[config.mk]
export PLATFORM = sky130hd
export DESIGN_NAME = mlt_cell
export DESIGN_NICKNAME = d
export VERILOG_FILES = /design/src/rtl/mlt_pkg.sv /design/src/rtl/mlt_cell.sv
export SDC_FILE = /design/constraint.sdc
export NUM_CORES = 1
export LEC_CHECK = 0
export BUFFER_PORTS_ARGS = -buffer_cell sky130_fd_sc_hd__clkbuf_2
export CAP_MARGIN = 10
export CORE_UTILIZATION = 30
export CTS_CLUSTER_SIZE = 24
export DETAILED_ROUTE_END_ITERATION = 6
export GPL_ROUTABILITY_DRIVEN = 1
export MAX_ROUTING_LAYER = met4
export PLACE_DENSITY = 0.57
export SETUP_SLACK_MARGIN = 0.2
export SKIP_LAST_GASP = 1
export SLEW_MARGIN = 10
export SYNTH_ARGS = -nofsm -noshare
export SYNTH_HDL_FRONTEND = slang
export SYNTH_SLANG_ARGS = --single-unit
[constraint.sdc]
create_clock -name i_clk -period 6.8 [get_ports i_clk]
set_input_delay 0.68 -clock i_clk [delete_from_list [all_inputs] [get_ports i_clk]]
set_output_delay 0.68 -clock i_clk [all_outputs]
set_load 0.02 [all_outputs]
[src/rtl/mlt_pkg.sv]
// ----------------------------------------------------------------------------
// MAC learning table package
// Shared constants, request codes and the structs passed along the cell chain.
// ----------------------------------------------------------------------------
package mlt_pkg;

    localparam int TABLE_ENTRIES = 256;
    localparam int NUM_PORTS     = 16;

    localparam int IDX_W  = $clog2(TABLE_ENTRIES);
    localparam int MAC_W  = 48;
    localparam int PORT_W = 4;
    localparam int AGE_W  = 8;
    localparam int CNT_W  = 9;
    localparam int REQ_W  = 2;

    localparam logic [AGE_W-1:0] AGE_TIMEOUT_RST = AGE_W'(30);
    localparam logic [AGE_W-1:0] AGE_MAX         = {AGE_W{1'b1}};
    localparam logic [CNT_W-1:0] COUNT_MAX       = {CNT_W{1'b1}};

    // Stream payload layout.
    localparam int S_TDATA_W = 56;
    localparam int M_TDATA_W = 16;

    typedef enum logic [REQ_W-1:0] {
        REQ_LOOKUP = 2'd0,
        REQ_LEARN  = 2'd1,
        REQ_AGE    = 2'd2
    } t_req;

    // Request fields broadcast to every cell while one request is in flight.
    typedef struct packed {
        logic [REQ_W-1:0]  req;
        logic              learn_ok;
        logic [MAC_W-1:0]  mac;
        logic [PORT_W-1:0] port;
    } t_req_bus;

    // Token handed from cell to cell, one hop per cycle.
    typedef struct packed {
        logic              active;
        logic              found;
        logic [PORT_W-1:0] port;
        logic              free_vld;
        logic [IDX_W-1:0]  free_idx;
        logic [CNT_W-1:0]  aged;
    } t_token;

    // Insert of a new address into the lowest free slot.
    typedef struct packed {
        logic              en;
        logic [IDX_W-1:0]  idx;
        logic [MAC_W-1:0]  mac;
        logic [PORT_W-1:0] port;
    } t_wr;

endpackage

[src/rtl/mlt_cell.sv]
// ----------------------------------------------------------------------------
// MAC learning table cell
// Holds one table entry and updates the token as it passes through.
// ----------------------------------------------------------------------------
module mlt_cell (
    input  logic                        i_clk,
    input  logic                        i_rst_n,
    input  logic [mlt_pkg::IDX_W-1:0]   i_idx,
    input  logic [mlt_pkg::AGE_W-1:0]   i_age_timeout,
    input  mlt_pkg::t_req_bus           i_req,
    input  mlt_pkg::t_wr                i_wr,
    input  mlt_pkg::t_token             i_tok,
    output mlt_pkg::t_token             o_tok
);

    logic                         r_valid, n_valid;
    logic [mlt_pkg::MAC_W-1:0]    r_mac, n_mac;
    logic [mlt_pkg::PORT_W-1:0]   r_port, n_port;
    logic [mlt_pkg::AGE_W-1:0]    r_age, n_age;
    mlt_pkg::t_token              r_tok, n_tok;

    logic                         w_match;
    logic [mlt_pkg::AGE_W-1:0]    w_age_inc;

    assign w_match   = r_valid && (r_mac == i_req.mac);
    assign w_age_inc = (r_age == mlt_pkg::AGE_MAX) ? r_age : r_age + 1'b1;

    always_comb begin
        n_valid = r_valid;
        n_mac   = r_mac;
        n_port  = r_port;
        n_age   = r_age;
        n_tok   = i_tok;
        if (i_tok.active) begin
            case (i_req.req)
                mlt_pkg::REQ_LOOKUP: begin
                    if (w_match && !i_tok.found) begin
                        n_tok.found = 1'b1;
                        n_tok.port  = r_port;
                    end
                end
                mlt_pkg::REQ_LEARN: begin
                    if (i_req.learn_ok) begin
                        if (w_match) begin
                            // Address already held: refresh in place.
                            n_tok.found = 1'b1;
                            n_port      = i_req.port;
                            n_age       = '0;
                        end else if (!r_valid && !i_tok.free_vld) begin
                            n_tok.free_vld = 1'b1;
                            n_tok.free_idx = i_idx;
                        end
                    end
                end
                mlt_pkg::REQ_AGE: begin
                    if (r_valid) begin
                        n_age = w_age_inc;
                        if (w_age_inc >= i_age_timeout) begin
                            n_valid = 1'b0;
                            if (i_tok.aged != mlt_pkg::COUNT_MAX) begin
                                n_tok.aged = i_tok.aged + 1'b1;
                            end
                        end
                    end
                end
                default: begin
                end
            endcase
        end
        // The insert happens after the token has left the chain.
        if (i_wr.en && (i_wr.idx == i_idx)) begin
            n_valid = 1'b1;
            n_mac   = i_wr.mac;
            n_port  = i_wr.port;
            n_age   = '0;
        end
    end

    always_ff @(posedge i_clk) begin
        if (!i_rst_n) begin
            r_valid <= 1'b0;
            r_tok   <= '0;
        end else begin
            r_valid <= n_valid;
            r_tok   <= n_tok;
        end
    end

    always_ff @(posedge i_clk) begin
        r_mac  <= n_mac;
        r_port <= n_port;
        r_age  <= n_age;
    end

    assign o_tok = r_tok;

endmodule

==> results.yml <==
run_status:
  run_status: "finished, final reports clean"
power:
  power.ir.vdd_worst_uv: 146
  pwr-share-comb_pct: 10.8
  share_clk_of_total_power_pct: 41.6
  powerDensity_nw_per_um2: 204
  switchingPower_mw: 0.264
  intPower_mw: 0.911
  switching_share_pct: 22.4
  total_leakage_power_nw: 2.51
  power_frac_seq_pct: 47.6
yosys:
  syn-num-nets: 562
  complex_gate_fraction_of_the_synthesized_area_pct: 6.66
  synth_top_area_cells: "sky130_fd_sc_hd__edfxtp_1 (36%), sky130_fd_sc_hd__dfxtp_1 (15%), sky130_fd_sc_hd__xnor2_1 (9.4%), sky130_fd_sc_hd__mux2i_1 (3.9%), sky130_fd_sc_hd__nand2_1 (3.7%)"
  seq_total_area_yosys_pct: 51.0
  netlist.area_leader.share_pct: 35.8
  share_of_async_settable_or_async_resettable_flops_after_synthesis_pct: 0
  syn-mean-instance-area_um2: 11.1
  synth_mux_area_share_pct: 4.68
  synthTopCellsByCount: "sky130_fd_sc_hd__edfxtp_1 (52), sky130_fd_sc_hd__xnor2_1 (47), sky130_fd_sc_hd__nand2_1 (43), sky130_fd_sc_hd__dfxtp_1 (33)"
  synthDistinctLibCells: 48
  synth_edf_count: 52
  synth_top_flop_cell: "sky130_fd_sc_hd__edfxtp_1"
  synth_xor_area_share_pct: 10.5
  synth.yosys.warnings: 0
  synth_largest_area_cell: "sky130_fd_sc_hd__edfxtp_1"
  synth_top_family_by_area: "simple AND/OR/NAND/NOR gates"
  synthMostInstantiatedCell: "sky130_fd_sc_hd__edfxtp_1"
  syn_area_um2: 4360
  synth-simple-area-share_pct: 22.3
  yosys.area_share.adder_pct: 2.87
  syn-instance-count: 394
  ff_latch_count_synth: 85
clocking:
  max_buffers_root_to_sink: 2
  worst_skew_pair.late_latency_ps: 340
  cts_htree_levels: 3
  cts_made_buffers: 9
  clk_root_buffer_cell: "sky130_fd_sc_hd__clkbuf_16"
  tritoncts: "done"
  cts.repair.resized: 0
  path_clk_slew_ps: 60
  postCtsHoldBufs: 0
  numClockSinks: 85
  postCtsSetupRepairBufs: 0
global_route:
  grt_pass1_vias: 3624
  grt-ovfl-total: 0
  number_of_antenna_violations_at_the_first_check_in_global_routing: 0
  grt_usage_pct: 16.2
  grt_pass1_wl_um: 17600
  pin_count_of_the_biggest_net_entering_global_routing: 50
drt:
  ant_nets: 0
  route.vias.total: 3611
  drt_first_iter_violations: 136
  drc_errors: 0
  vias_per_cell: 4.73
  detail_route.wl_per_cell_um: 15.0
  drt_wl_total_um: 11400
  detail_route.first_pass.iterations: 4
final_layout:
  ff_latch_area_um2: 2220
  post_route_cells_drive_above_1_share_pct: 35.8
  area_delta_synth_final_pct: 32.1
  layoutNonFillerInstCount: 764
  multiInputGateArea_um2: 2050
  finalNetCount: 747
  antenna_cells: 0
  fillCellCount: 1379
setup_path:
  crit_fanout: 7
  worst_r2r_endpoint: "o_tok[4]"
  worst_r2r_startpoint: "r_age[0]"
  startpoint_type: "register"
  worst_case_reg_to_reg_path_depth: 10
  crit_type: "register to register"
  crit_required_ps: 7030
  worstPathArrival_ps: 3350
  critPathCaptureType: "register"
  regToRegSetupSlack_ps: 3680
placed_design:
  gp_routability_congestion: 0.814
  io_buffers: 181
  dp.final_hpwl_um: 9350
  numPlacedInstances: 748
timing:
  report.final.slew_viol_count: 0
  final_period_minus_worst_setup_slack_ps: 3120
  clock-skew-final_ps: 8.51
  finalSetupViolCount: 0
  max_freq_mhz: 320
  grt_setup_unrepaired: "no"
  post-route-period-util_pct: 45.9
  tightest_slew_ps: 739
  hold_slack_ps: 506
  hold_viol: 0
  worst_slew_margin_rel_pct: 50.3
  setup-tns-final_ps: 0
floorplan:
  core_footprint_um2: 14000
  fp.dieArea_um2: 15000
  start_util_pct: 31.0
  die_h_um: 123
  io_pins: 182
  placementRows: 43
  chipWidth_um: 123
flow_run:
  maxCapViolCount: 0
worst_hold_path:
  min-delay-start: "i_wr[39]"
  min_path_type: "primary input to register"
  worst_hold_path.endpoint: "r_mac[35]"
  hold-path-cell-count: 1
how the worst max path moves through the flow:
stage                   from        end  slack (ps)  cells past startpoint
global route        r_age[0]   o_tok[5]        3360                     11
finish              r_age[0]   o_tok[4]        3680                     10
CTS                 r_age[0]   o_tok[4]        3680                     10
global placement    r_age[0]   o_tok[4]        3720                     11
detailed placement  r_age[0]   o_tok[4]        3680                     10
floorplan           i_idx[2]  r_port[0]        1760                      4
per-stage QoR:
stage	total power, mW	area (µm²)	util (%)	setup WS, ps
finish	1.17	5760	41.0	3680
global route	1.22	5760	41.0	3360
CTS	1.19	5760	41.0	3680
detailed placement	0.699	5460	38.9	3680
global placement	0.697	5460	38.9	3720
floorplan	0.626	4360	-	1760
registers in the layout, indices dropped and copies added (netlist names):
register and count:
o_tok 24, r_age 8, r_mac 48, r_port 4, r_valid 1
metal layers:
layer | vias up | GRT usage (%) | share of wire, %
met4 | 0 | 7.32 | 1.8
met5 | - | - | 0
li1 | 1807 | - | -
met3 | 12 | 3.81 | 7.1
met2 | 146 | 25.4 | 47
met1 | 1646 | 19.9 | 44
power groups by stage:
stage | Sequential [mW] | Clock [mW] | Combinational (mW)
after CTS | 0.559 | 0.505 | 0.129
after floorplan | 0.579 | 0 | 0.0469
after detailed placement | 0.570 | 0 | 0.129
after global placement | 0.569 | 0 | 0.128
after global routing | 0.559 | 0.525 | 0.141
final | 0.559 | 0.489 | 0.127
worst max-delay path, cell delays in order, from the launching register on:
cell	delay, ps
sky130_fd_sc_hd__dfxtp_1	440
sky130_fd_sc_hd__ha_1	220
sky130_fd_sc_hd__and3_1	220
sky130_fd_sc_hd__nand4_1	260
sky130_fd_sc_hd__mux2_2	380
sky130_fd_sc_hd__ha_1	270
sky130_fd_sc_hd__a2111oi_0	510
sky130_fd_sc_hd__o21a_1	250
sky130_fd_sc_hd__nor2_1	130
sky130_fd_sc_hd__and3_1	220
sky130_fd_sc_hd__mux2i_1	110
cells by family after synthesis:
kind of cell	count (synthesis)
adders and majority gates	10
and+or+nand+nor	168
DFF	85
xor gates and xnor gates	52
buffers and inverters	21
AOI/OAI and AO/OA	38
muxes	20
layout by cell type, fill, tap and decap left out, drive strengths merged, types with 4 or more instances in the layout:
cell and n:
mux2i 17, a32o 4, nor4 6, ha 10, o21ai 6, nand2 43
xor2 5, nand2b 21, nor3 7, inv 13, nand3 11, xnor2 47
a21oi 5, nor2b 10, and2 7, clkbuf 192, dfxtp 33, a41o 4
edfxtp 52, nand4 22, nor2 10, and3 17, o21a 4
area by class of cell:
type	count	area share [%]
clock buffer	11	4.22
timing repair buffer	182	15.9
tap	180	3.91
clock inverter	5	0.891
inverter	13	0.848
multi-input combinational	288	35.7
sequential	85	38.6
No activity file was read; power rests on OpenSTA's default activity.
